[src/rtl/core/b64w_pkg.sv]
// Shared types, constants and character decode for the base64 word decoder.
// No dependencies.
`timescale 1ns / 1ps

package b64w_pkg;

   localparam int unsigned CAP_W         = 17;
   localparam logic [CAP_W-1:0] MAX_ROM_WORDS = 17'd65536;

   localparam logic [7:0] CH_PAD = 8'h3D;   // '='

   // status codes (error codes share the same values)
   localparam logic [1:0] ST_RUNNING  = 2'd0;
   localparam logic [1:0] ST_SUCCESS  = 2'd1;
   localparam logic [1:0] ST_BAD_CHAR = 2'd2;
   localparam logic [1:0] ST_CAPACITY = 2'd3;

   typedef struct packed {
      logic       hit;
      logic [5:0] value;
   } sextet_type;

   function automatic sextet_type b64w_sextet(input logic [7:0] c);
      sextet_type s;
      s.hit   = 1'b1;
      s.value = 6'd0;
      case (c) inside
         [8'h41:8'h5A]: s.value = 6'(c - 8'h41);
         [8'h61:8'h7A]: s.value = 6'(c - 8'h61 + 8'd26);
         [8'h30:8'h39]: s.value = 6'(c - 8'h30 + 8'd52);
         8'h2B:         s.value = 6'd62;
         8'h2F:         s.value = 6'd63;
         default:       s.hit   = 1'b0;
      endcase
      return s;
   endfunction

   function automatic logic b64w_is_blank(input logic [7:0] c);
      logic r;
      case (c) inside
         8'h20, [8'h09:8'h0D]: r = 1'b1;
         default:              r = 1'b0;
      endcase
      return r;
   endfunction

endpackage

[src/rtl/core/base64_to_le_word_decoder.sv]
// Base64 text to little-endian 32-bit word decoder, top level.
// Depends on b64w_pkg.
`timescale 1ns / 1ps
//
//  channel | dir | tdata                                   | tuser      | tlast
//  --------+-----+-----------------------------------------+------------+---------
//  req_    | in  | [7:0] char_code                         | -          | end_mark
//  rsp_    | out | [31:0] word_value [47:32] word_index    | word_valid | done_res
//          |     | [49:48] status, [55:50] zero            |            |
//  csr_    | in  | csr_wdata = rom_words, written when csr_wen        |
//
//  One request per cycle unless a stalled response backs the input up; a
//  request is decoded while it sits in the input register, and its response
//  (if any) is loaded into the output register.
//  A stalled response holds the output register; the input register keeps
//  filling, so requests stop only when both registers are full.
//  reset (synchronous) empties both registers, clears decode state and sets
//  rom_words to 65536.

module base64_to_le_word_decoder
   import b64w_pkg::*;
(
   input  logic             clock,
   input  logic             reset,
   // request channel
   input  logic             req_tvalid,
   output logic             req_tready,
   input  logic [7:0]       req_tdata,    // [7:0] char_code
   input  logic             req_tlast,    // end_mark
   // response channel
   output logic             rsp_tvalid,
   input  logic             rsp_tready,
   output logic [55:0]      rsp_tdata,    // [31:0] word_value, [47:32] word_index,
                                          // [49:48] status, [55:50] zero
   output logic             rsp_tuser,    // word_valid
   output logic             rsp_tlast,    // done_res
   // configuration
   input  logic             csr_wen,
   input  logic [CAP_W-1:0] csr_wdata     // rom_words
);

   // input register
   logic        in_vld_ff, in_vld_in;
   logic [7:0]  in_char_ff;
   logic        in_end_ff;

   // decode state
   logic [1:0]       gp_ff,   gp_in;      // characters held in the group
   logic [23:0]      sext_ff, sext_in;    // sextets, oldest highest
   logic [3:0]       pad_ff,  pad_in;     // '=' seen per group position
   logic [23:0]      part_ff, part_in;    // bytes of the word in progress
   logic [1:0]       biw_ff,  biw_in;     // bytes held in part_ff
   logic [CAP_W-1:0] wc_ff,   wc_in;      // completed words
   logic             stop_ff, stop_in;
   logic [1:0]       err_ff,  err_in;
   logic [CAP_W-1:0] cap_ff,  cap_in;     // clamped rom_words

   // output register
   logic        out_vld_ff;
   logic [31:0] out_word_ff;
   logic [15:0] out_idx_ff;
   logic [1:0]  out_st_ff;
   logic        out_wv_ff;
   logic        out_done_ff;

   // decode results
   logic        fire;
   logic        res_vld;
   logic [31:0] res_word;
   logic [15:0] res_idx;
   logic [1:0]  res_st;
   logic        res_wv;
   logic        res_done;

   sextet_type  sx;
   logic        is_pad;
   logic        is_blank;
   logic [23:0] sext_new;
   logic [3:0]  pad_new;
   logic [1:0]  nbytes;
   logic [1:0]  nkeep;
   logic [2:0]  fill;
   logic [2:0]  total;
   logic        wc_full;
   logic        wc_last;
   logic        cap_err;
   logic [23:0] grp_le;
   logic [23:0] grp_mask;
   logic [47:0] merged;

   assign fire       = in_vld_ff && (!out_vld_ff || rsp_tready);
   assign req_tready = !in_vld_ff || fire;
   assign in_vld_in  = req_tvalid;

   assign sx       = b64w_sextet(in_char_ff);
   assign is_pad   = (in_char_ff == CH_PAD);
   assign is_blank = b64w_is_blank(in_char_ff);

   // clamp rom_words into 1 .. MAX_ROM_WORDS at write time
   always_comb begin
      if (csr_wdata == '0) begin
         cap_in = CAP_W'(1);
      end else if (csr_wdata > MAX_ROM_WORDS) begin
         cap_in = MAX_ROM_WORDS;
      end else begin
         cap_in = csr_wdata;
      end
   end

   // group completion arithmetic
   always_comb begin
      sext_new = {sext_ff[17:0], (is_pad ? 6'h3F : sx.value)};
      pad_new  = pad_ff;
      pad_new[gp_ff] = pad_ff[gp_ff] | is_pad;

      if (pad_new[2]) begin
         nbytes = 2'd1;
      end else if (pad_new[3]) begin
         nbytes = 2'd2;
      end else begin
         nbytes = 2'd3;
      end

      fill    = {1'b0, biw_ff} + {1'b0, nbytes};
      wc_full = (wc_ff >= cap_ff);
      wc_last = ({1'b0, wc_ff} + 18'd1) >= {1'b0, cap_ff};

      // capacity: no byte once the word count reaches capacity; bytes past a
      // word that fills the last slot are dropped
      if (wc_full) begin
         nkeep   = 2'd0;
         cap_err = 1'b1;
      end else if (fill >= 3'd4 && wc_last) begin
         nkeep   = 2'(3'd4 - {1'b0, biw_ff});
         cap_err = (fill > 3'd4);
      end else begin
         nkeep   = nbytes;
         cap_err = 1'b0;
      end

      case (nkeep)
         2'd0:    grp_mask = 24'h000000;
         2'd1:    grp_mask = 24'h0000FF;
         2'd2:    grp_mask = 24'h00FFFF;
         default: grp_mask = 24'hFFFFFF;
      endcase

      grp_le = {sext_new[7:0], sext_new[15:8], sext_new[23:16]} & grp_mask;
      merged = {24'h000000, part_ff} | ({24'h000000, grp_le} << {biw_ff, 3'b000});
      total  = {1'b0, biw_ff} + {1'b0, nkeep};
   end

   // per-request state update
   always_comb begin
      gp_in    = gp_ff;
      sext_in  = sext_ff;
      pad_in   = pad_ff;
      part_in  = part_ff;
      biw_in   = biw_ff;
      wc_in    = wc_ff;
      stop_in  = stop_ff;
      err_in   = err_ff;
      res_vld  = 1'b0;
      res_word = '0;
      res_idx  = '0;
      res_st   = ST_RUNNING;
      res_wv   = 1'b0;
      res_done = 1'b0;

      if (fire) begin
         if (in_end_ff) begin
            res_vld  = 1'b1;
            res_done = 1'b1;
            if (err_ff != ST_RUNNING) begin
               res_st = err_ff;
            end else if (!stop_ff && gp_ff != 2'd0) begin
               res_st = ST_BAD_CHAR;   // text ended inside a group
            end else begin
               res_st = ST_SUCCESS;
            end
            gp_in   = '0;
            sext_in = '0;
            pad_in  = '0;
            part_in = '0;
            biw_in  = '0;
            wc_in   = '0;
            stop_in = 1'b0;
            err_in  = ST_RUNNING;
         end else if (!stop_ff) begin
            if (gp_ff == 2'd0 && is_blank) begin
               // whitespace between groups
            end else if (gp_ff == 2'd0 && is_pad) begin
               stop_in = 1'b1;          // terminating '='
            end else if (!is_pad && !sx.hit) begin
               stop_in = 1'b1;
               err_in  = ST_BAD_CHAR;
            end else if (gp_ff != 2'd3) begin
               gp_in   = gp_ff + 2'd1;
               sext_in = sext_new;
               pad_in  = pad_new;
            end else begin
               gp_in   = '0;
               sext_in = '0;
               pad_in  = '0;
               if (total >= 3'd4) begin
                  res_vld  = 1'b1;
                  res_wv   = 1'b1;
                  res_word = merged[31:0];
                  res_idx  = wc_ff[15:0];
                  wc_in    = wc_ff + CAP_W'(1);
                  part_in  = {8'h00, merged[47:32]};
                  biw_in   = 2'(total - 3'd4);
               end else begin
                  part_in  = merged[23:0];
                  biw_in   = total[1:0];
               end
               if (cap_err) begin
                  stop_in = 1'b1;
                  err_in  = ST_CAPACITY;
               end
            end
         end
      end
   end

   always_ff @(posedge clock) begin
      if (reset) begin
         in_vld_ff  <= 1'b0;
         out_vld_ff <= 1'b0;
         gp_ff      <= '0;
         sext_ff    <= '0;
         pad_ff     <= '0;
         part_ff    <= '0;
         biw_ff     <= '0;
         wc_ff      <= '0;
         stop_ff    <= 1'b0;
         err_ff     <= ST_RUNNING;
         cap_ff     <= MAX_ROM_WORDS;
      end else begin
         if (req_tready) begin
            in_vld_ff <= in_vld_in;
         end
         if (!out_vld_ff || rsp_tready) begin
            out_vld_ff <= fire && res_vld;
         end
         gp_ff   <= gp_in;
         sext_ff <= sext_in;
         pad_ff  <= pad_in;
         part_ff <= part_in;
         biw_ff  <= biw_in;
         wc_ff   <= wc_in;
         stop_ff <= stop_in;
         err_ff  <= err_in;
         if (csr_wen) begin
            cap_ff <= cap_in;
         end
      end
   end

   // payload registers
   always_ff @(posedge clock) begin
      if (req_tvalid && req_tready) begin
         in_char_ff <= req_tdata;
         in_end_ff  <= req_tlast;
      end
      if (fire && res_vld) begin
         out_word_ff <= res_word;
         out_idx_ff  <= res_idx;
         out_st_ff   <= res_st;
         out_wv_ff   <= res_wv;
         out_done_ff <= res_done;
      end
   end

   assign rsp_tvalid = out_vld_ff;
   assign rsp_tdata  = {6'b000000, out_st_ff, out_idx_ff, out_word_ff};
   assign rsp_tuser  = out_wv_ff;
   assign rsp_tlast  = out_done_ff;

endmodule

[config.mk]
export PLATFORM = sky130hd
export DESIGN_NAME = base64_to_le_word_decoder
export DESIGN_NICKNAME = d
export VERILOG_FILES = /design/src/rtl/core/b64w_pkg.sv /design/src/rtl/core/base64_to_le_word_decoder.sv
export SDC_FILE = /design/constraint.sdc
export NUM_CORES = 1
export LEC_CHECK = 0
export ABC_AREA = 1
export BUFFER_PORTS_ARGS = -buffer_cell sky130_fd_sc_hd__buf_2
export CORE_AREA = 3 3 125 127
export CTS_CLUSTER_SIZE = 24
export DETAILED_ROUTE_END_ITERATION = 10
export DIE_AREA = 0 0 128 130
export PLACE_DENSITY = 0.79
export SETUP_SLACK_MARGIN = 0.02
export SLEW_MARGIN = 20
export SYNTH_ARGS = -nofsm -noshare
export SYNTH_HDL_FRONTEND = slang
export SYNTH_SLANG_ARGS = --single-unit
[constraint.sdc]
create_clock -name clock -period 6.2 [get_ports clock]
set_clock_uncertainty 0.05 [all_clocks]
set_input_delay 0.31 -clock clock [delete_from_list [all_inputs] [get_ports clock]]
set_output_delay 0.31 -clock clock [all_outputs]
set_load 0.03 [all_outputs]
==> key figures, run 1 <==
Yosys
  – Syn_area_per_cell: 7.80 sq um
  – Leading post-synthesis cells by instance count: 289 x nand2_1, 124 x inv_1, 113 x a21oi_1
  – Ys flop type: dfxtp_1
  – Post-synth EDFFs: 61
  – Mapped Cells: 1108
  – Syn. warnings: 0
  – Count leader, synth: nand2_1
  – Mapped Area: 8640 sq um
  – Post-synthesis sequential area ratio: 41.8%
  – Synth area leader: edfxtp_1
  – Main area contributors after synthesis: edfxtp_1 21%, dfxtp_1 21%, nand2_1 13%
  – Synth top area share: 21.2%
  – Async S/R FF share, synth: 0%
  – Synth Register Bits: 150
  – Synth unique cells: 52

Timing
  – Final Hold Violating Endpoints: 0
  – Setup ws final: 1160 ps
  – Minimum clock period: 5040 ps
  – Setup violators final: 0
  – Worst rel slew slack: 27.1%
  – Setup TNS: 0 ps
  – Worst Max-Slew Pin Slew: 1090 ps
  – Peak Freq: 0.198 GHz
  – Final period util: 81.3%
  – RSZ-0062 raised after global routing: no
  – Final Max Tran Viols: 0

Global route
  – Vias in the first global route: 6978
  – Tot GR Track Use: 25.2%
  – Antenna violations before repair: 0
  – Global-route wire length before repair: 33.8 mm
  – Residual overflow from global routing: 0
  – Pin count of the biggest net entering global routing: 85

Placement
  – Dpl hpwl: 14.5 mm
  – Worst slack, placed: 1030 ps
  – RD Place Congestion: 0.939
  – PortBufs: 84

Cells and area
  – Nets: 1255
  – Layout cells sized above 1: 15.3%
  – Area Growth Syn to Fin: 13.1%
  – Ant diodes: 0

Detailed routing
  – Routed length per instance: 15.0 um
  – Routed wire length: 20.5 mm
  – Vias/cell: 5.55
  – Detail Route Antenna Nets: 0
  – Residual DRC: 0
  – DR vias: 7596
  – First-pass detailed-route iteration total: 6
  – DRC violation total after the first TritonRoute iteration: 885

Floorplanning
  – Row Count: 44
  – Ports: 91
  – Die area: 16600 sq um
  – Die Y: 130 um
  – Die W: 128 um
  – Core area: 14500 sq um
  – Initial Util: 59.5%

Critical path
  – Critical path capture point type: flop
  – CP Launch Type: flop
  – FF-to-FF End: out_word_ff[18]
  – Worst EP arrival: 5170 ps
  – Worst r2r path cells: 26
  – Worst r2r src: wc_ff[0]
  – Critical-path maximum fanout: 41
  – Critical setup path kind: reg2reg
  – Reg2Reg Setup Slack: 1160 ps
  – Crit path required time: 6330 ps

Clock network
  – Clk root buf: clkbuf_16
  – CTS Hold Buffers Added: 0
  – Post-CTS Setup Inserts: 0
  – CTS Buf Count: 17
  – CTS max path bufs: 2
  – Worst skew pair latency: 430 ps
  – Clock transition at path regs: 60 ps
  – CTS sink cnt: 150
  – Post-CTS sizing: 0
  – TritonCTS clock tree: built
  – Htree depth: 4

Min path
  – Hold wc startpoint: req_tdata[2]
  – Hold worst-path end: in_char_ff[2]
  – Hold/Removal Path Class: in2reg
  – Hold depth: 1

Run
  – Max-cap viol count: 0

Power
  – Peak supply drop: 0.175 mV
  – Seq pwr share: 42.7%
  – Clock share of power: 49.5%
  – PwrDens: 252 nW/um^2
  – Leakage: 4.14 nW
  – Pint: 1.91 mW
  – Sw Pwr: 551 uW
  – Combinational cell fraction of total power: 7.7%
  – Tot Pwr: 2.46 mW
  – Sw Share: 22.4%

Status
  – Status: finished, final reports clean
cell type report:
type                       count  area [sq um]
tap                          184           230
multi-input combinational    781          4280
clock inverter                12           248
fill                        1219          4760
inverter                     134           505
clock buffer                  20           457
timing repair buffer          87           443
sequential                   150          3610
routing by layer:
| layer | routed length [um] | track usage (%) | up-vias |
|---|---|---|---|
| li1 | - | - | 3753 |
| met5 | 0 | 0 | - |
| met4 | 242 | 7.37 | 0 |
| met3 | 1780 | 4.91 | 23 |
| met1 | 9270 | 36.5 | 3479 |
| met2 | 9200 | 38.8 | 341 |
flip-flops by register name (all words and copies together), names as in the netlist:
register	count
out_word_ff	32
out_idx_ff	16
rsp_tuser	1
rsp_tvalid	1
in_end_ff	1
part_ff	24
pad_ff	4
in_vld_ff	1
wc_ff	17
gp_ff	2
biw_ff	2
out_st_ff	2
sext_ff	18
err_ff	2
cap_ff	17
rsp_tlast	1
stop_ff	1
in_char_ff	8
critical path: stages, from the launching register on:
cell and delay (ps):
dfxtp_1 430, ha_1 220, nand2_1 90, nor3_1 190
inv_1 70, nor2_1 80, inv_1 70, nor2_1 180
nand2_1 120, xor2_1 170, ha_1 300, nand2_1 60
nor2_1 140, nand2_1 60, o21ai_1 130, nor2_1 50
nand2_1 60, nand2_1 60, nand2_2 80, nand3_1 110
nand3_4 150, inv_1 50, ha_1 180, fa_1 560
nand2_4 470, inv_2 370, and2_1 270
worst max path at each step:
stage                   from              end  slack [ps]  cells past startpoint
finish              wc_ff[0]  out_word_ff[18]        1160                     26
global route        wc_ff[1]   out_word_ff[1]         680                     24
CTS                 wc_ff[0]  out_word_ff[17]        1010                     25
detailed placement  wc_ff[0]  out_word_ff[17]        1030                     25
global placement    wc_ff[0]  out_word_ff[17]        1200                     25
floorplan           wc_ff[0]    out_idx_ff[0]        1390                     27
stage by stage:
step           instances  utilization [%]  hold WS, ps  instance area [sq um]
6_report            1368             67.3         7.73                   9780
4_1_cts             1368             67.2        0.959                   9770
2_1_floorplan       1113                -          359                   8660
3_3_place_gp        1336             62.4          388                   9070
3_5_place_dp        1336             62.4          392                   9070
5_1_grt             1368             67.3        0.905                   9780
placed cells by master, fill, tap and decap left out, drive strengths merged, types with 8 or more instances in the layout:
| master | netlist | routed |
|---|---|---|
| a21oi | 115 | 115 |
| a31oi | 8 | 8 |
| buf | 31 | 87 |
| clkbuf | 17 | 20 |
| dfxtp | 89 | 89 |
| edfxtp | 61 | 61 |
| ha | 51 | 51 |
| inv | 133 | 133 |
| nand2 | 307 | 307 |
| nand3 | 62 | 62 |
| nand4 | 12 | 12 |
| nor2 | 92 | 92 |
| nor3 | 15 | 15 |
| o21ai | 53 | 53 |
| xor2 | 19 | 19 |
cell families after synthesis:
family	count (synthesis)	synth area share [%]
and+or+nand+nor	506	26.6
DFF	150	41.8
AOI/OAI and AO/OA	196	12.8
other	1	0.0434
adders and majority gates	53	7.85
xor gates and xnor gates	20	2.03
buffers and inverters	182	8.89
power by group through the flow:
stage	Combinational [mW]	Sequential (mW)	Clock [mW]
5_1_grt	0.212	1.05	1.27
3_5_place_dp	0.187	1.07	0
6_report	0.190	1.05	1.22
3_3_place_gp	0.185	1.07	0
4_1_cts	0.188	1.05	1.23
2_1_floorplan	0.140	1.08	0
No activity file was read; power rests on OpenSTA's default activity.
==> run 2: changes to the inputs <==
Settings changed: ABC_AREA 1 to 0, CORE_AREA 3 3 125 127 to 3 3 130 132, DIE_AREA 0 0 128 130 to 0 0 133 135, PLACE_DENSITY 0.79 to 0.76.
Clock period 6.2 ns to 4.2 ns, I/O delays scaled along.
==> run 2 against run 1 <==
Utilization is 5.7 points higher; global-route usage grew 1.3 points; fmax rose by 5.1%; synthesized cell count shrank 20%; worst setup slack worse by 1800 ps; first-iteration DRC count increased by 1.0%; worst hold slack improved by 4.1 ps; sequential share of layout area fell by 5.6 points; via count increased by 7.1%; power rose by 46%; count of clock-buffer cells in the layout unchanged; the run now ends with negative setup slack left; sequential cell count unchanged.
==> key figures, run 2 <==
Placement
  – PortBufs: 84
  – RD Place Congestion: 0.906
  – Placed cell count: 1241
  – Dpl hpwl: 16.3 mm
  – Worst slack, placed: -515 ps
  – Placed cell area: 9850 sq um

Clock network
  – CTS Buf Count: 17
  – Clk root buf: clkbuf_16
  – TritonCTS clock tree: built
  – Worst skew pair latency: 430 ps
  – CTS sink cnt: 150
  – Htree depth: 4
  – Clock transition at path regs: 70 ps
  – CTS max path bufs: 2

Floorplanning
  – Row Count: 46
  – Die area: 18000 sq um
  – Core area: 15800 sq um
  – Die Y: 135 um
  – Die W: 133 um
  – Initial Util: 53.9%
  – Ports: 91

Cells and area
  – Most frequent cells in the layout: 88 x buf_4, 84 x buf_2, 83 x dfxtp_1, 76 x nor2_1, 61 x edfxtp_1
  – Register name with the most flops: out_word_ff
  – Design Area, Final: 11500 sq um
  – Layout cells sized above 1: 33.6%
  – Nets: 1177
  – Largest register FFs: 32
  – Finished Layout Cells: 1322
  – Area Growth Syn to Fin: 35.2%
  – Commonest non-fill, non-tap cell in the layout: buf_4
  – Ant diodes: 0
  – Largest regs: out_word_ff (32), part_ff (24), sext_ff (18)

Critical path
  – CP Buf/Inv Count: 3
  – Critical-path maximum fanout: 6
  – Critical path capture point type: flop
  – Worst EP arrival: 5040 ps
  – Critical setup path kind: reg2reg
  – Crit-path cells: nand4_1 -> or3_4 -> nor2_4 -> and3_4 -> xor2_4 -> ha_4 -> a211oi_4 -> a31oi_4 -> a311o_1 -> o21a_4 -> mux2i_1 -> nor2_1 -> ha_2 -> fa_2 -> and3_4 -> buf_6 -> a21oi_4 -> clkinvlp_4 -> buf_6 -> a31oi_1 -> nor2_1
  – Crit-path slowest cell: or3_4
  – Crit-path max cell delay: 410 ps
  – Critical path's top delay family: compound AO/OA/AOI/OAI gates
  – Crit path required time: 4440 ps
  – CP Launch Type: flop

Status
  – Violated checks: negative setup slack
  – Status: finished with violations

Power
  – PwrDens: 311 nW/um^2
  – Leakage: 4.56 nW
  – Peak supply drop: 0.268 mV

Timing
  – Worst hold slack: 11.8 ps
  – Setup TNS: -63230 ps
  – RSZ-0062 raised after global routing: yes
  – Minimum clock period: 4800 ps
  – Final period util: 114%
  – Final Hold Violating Endpoints: 0
  – Peak Freq: 0.208 GHz
  – Setup ws final: -597 ps
  – Worst Max-Slew Pin Slew: 1000 ps
  – Final Max Tran Viols: 0
  – Setup violators final: 143
  – Worst rel slew slack: 32.5%

Yosys
  – Leading post-synthesis cells by instance count: 99 x nor2_1, 89 x dfxtp_1, 67 x a21oi_1
  – Syn. warnings: 0
  – Synth Register Bits: 150
  – Mapped Area: 8540 sq um
  – Syn_area_per_cell: 9.59 sq um
  – Mapped Cells: 890
  – Ys flop type: dfxtp_1
  – Synth unique cells: 88
  – Synth area leader: edfxtp_1
  – Post-synth EDFFs: 61
  – Post-synthesis sequential area ratio: 42.3%
  – Async S/R FF share, synth: 0%
  – Main area contributors after synthesis: edfxtp_1 21%, dfxtp_1 21%, ha_1 7.5%
  – Count leader, synth: nor2_1
  – Synth top area share: 21.5%

Detailed routing
  – Routed length per instance: 20.0 um
  – Vias/cell: 6.16
  – Residual DRC: 0
  – Detail Route Antenna Nets: 0
  – Routed wire length: 26.4 mm
  – DRC violation total after the first TritonRoute iteration: 894
  – First-pass detailed-route iteration total: 5
  – DR vias: 8139

Min path
  – Hold/Removal Path Class: in2reg

Global route
  – Pin count of the biggest net entering global routing: 65
  – Global-route wire length before repair: 38.0 mm
  – Antenna violations before repair: 0
  – Residual overflow from global routing: 0
  – Vias in the first global route: 7436
  – Tot GR Track Use: 26.5%

Run
  – Max-cap viol count: 0
[run 2: changes by cell type after synthesis, moves of 13 or more]
| cell | change |
|---|---|
| a22oi_1 | +28 |
| a2bb2oi_1 | +16 |
| xnor2_1 | +16 |
| a21oi_1 | -46 |
| o21ai_1 | -13 |
| and2_1 | +30 |
| o211ai_1 | +13 |
| xor2_1 | -14 |
| nand2_1 | -241 |
| inv_1 | -84 |
| nand2_2 | -13 |
| nand3_1 | -29 |
| nor2_1 | +16 |
[run 2: metal layers]
| layer | routed length (um) | global-route usage, % | part of all wire (%) |
|---|---|---|---|
| met5 | 0 | 0 | 0 |
| met2 | 12200 | 41.5 | 46 |
| met4 | 969 | 10.7 | 3.7 |
| met1 | 10800 | 35.6 | 41 |
| met3 | 2430 | 6.11 | 9.2 |
[run 2: worst paths after layout]
check	startpoint	to	slack [ps]	cells past startpoint
min reg2reg	part_ff[18]	part_ff[18]	410	2
max	wc_ff[4]	wc_ff[12]	-600	21
min	csr_wdata[6]	cap_ff[6]	10	3
max reg2reg	wc_ff[4]	wc_ff[12]	-600	21
[run 2: logic make-up (layout without fill, tap and decap cells)]
| family | Yosys count | in the layout | synth area share [%] |
|---|---|---|---|
| simple gates | 306 | 306 | 19.0 |
| xor+xnor | 22 | 22 | 2.26 |
| compound gates | 264 | 264 | 23.2 |
| fa+ha+maj | 53 | 53 | 7.94 |
| flops | 150 | 150 | 42.3 |
| mux | 4 | 4 | 0.616 |
| buf+inv | 90 | 301 | 4.59 |
| other cells | 1 | 6 | 0.0439 |
[run 2: per-stage QoR]
step           power, mW  utilization (%)
3_5_place_dp        1.92             62.2
6_report            3.58             72.9
5_1_grt             3.68             72.9
4_1_cts             3.56             68.9
2_1_floorplan       1.81                -
3_3_place_gp        1.92             62.2
[run 2: worst min-delay path, cell delays in order]
cell	delay [ps]
buf_2	90
a2bb2oi_1	60
nor2_1	90
[run 2: report_power, final]
group	internal, mW	switching, mW	total (mW)
Clock	0.994	0.637	1.63
Sequential	1.54	0.0131	1.55
Combinational	0.150	0.252	0.402
Total	2.68	0.903	3.58
[run 2: final cells by class]
| type | instances | area, sq um |
|---|---|---|
| multi-input cells | 655 | 5020 |
| well taps | 216 | 270 |
| clock buffers | 20 | 468 |
| flip-flops and latches | 150 | 3620 |
| repair buffers | 227 | 1830 |
| inverters | 42 | 166 |
| clock inverters | 12 | 164 |
| fillers | 1062 | 4290 |
[run 2: what timing repair did]
| item | 4_1_cts | 5_1_grt |
|---|---|---|
| gates cloned | 2 | 8 |
| hold buffers | 22 | 0 |
| endpoints found under the setup margin | 142 | 144 |
| setup buffers | 6 | 15 |
| pin swaps | 16 | 24 |
| resized for setup | 36 | 93 |
| hold endpoints to repair | 22 | 0 |
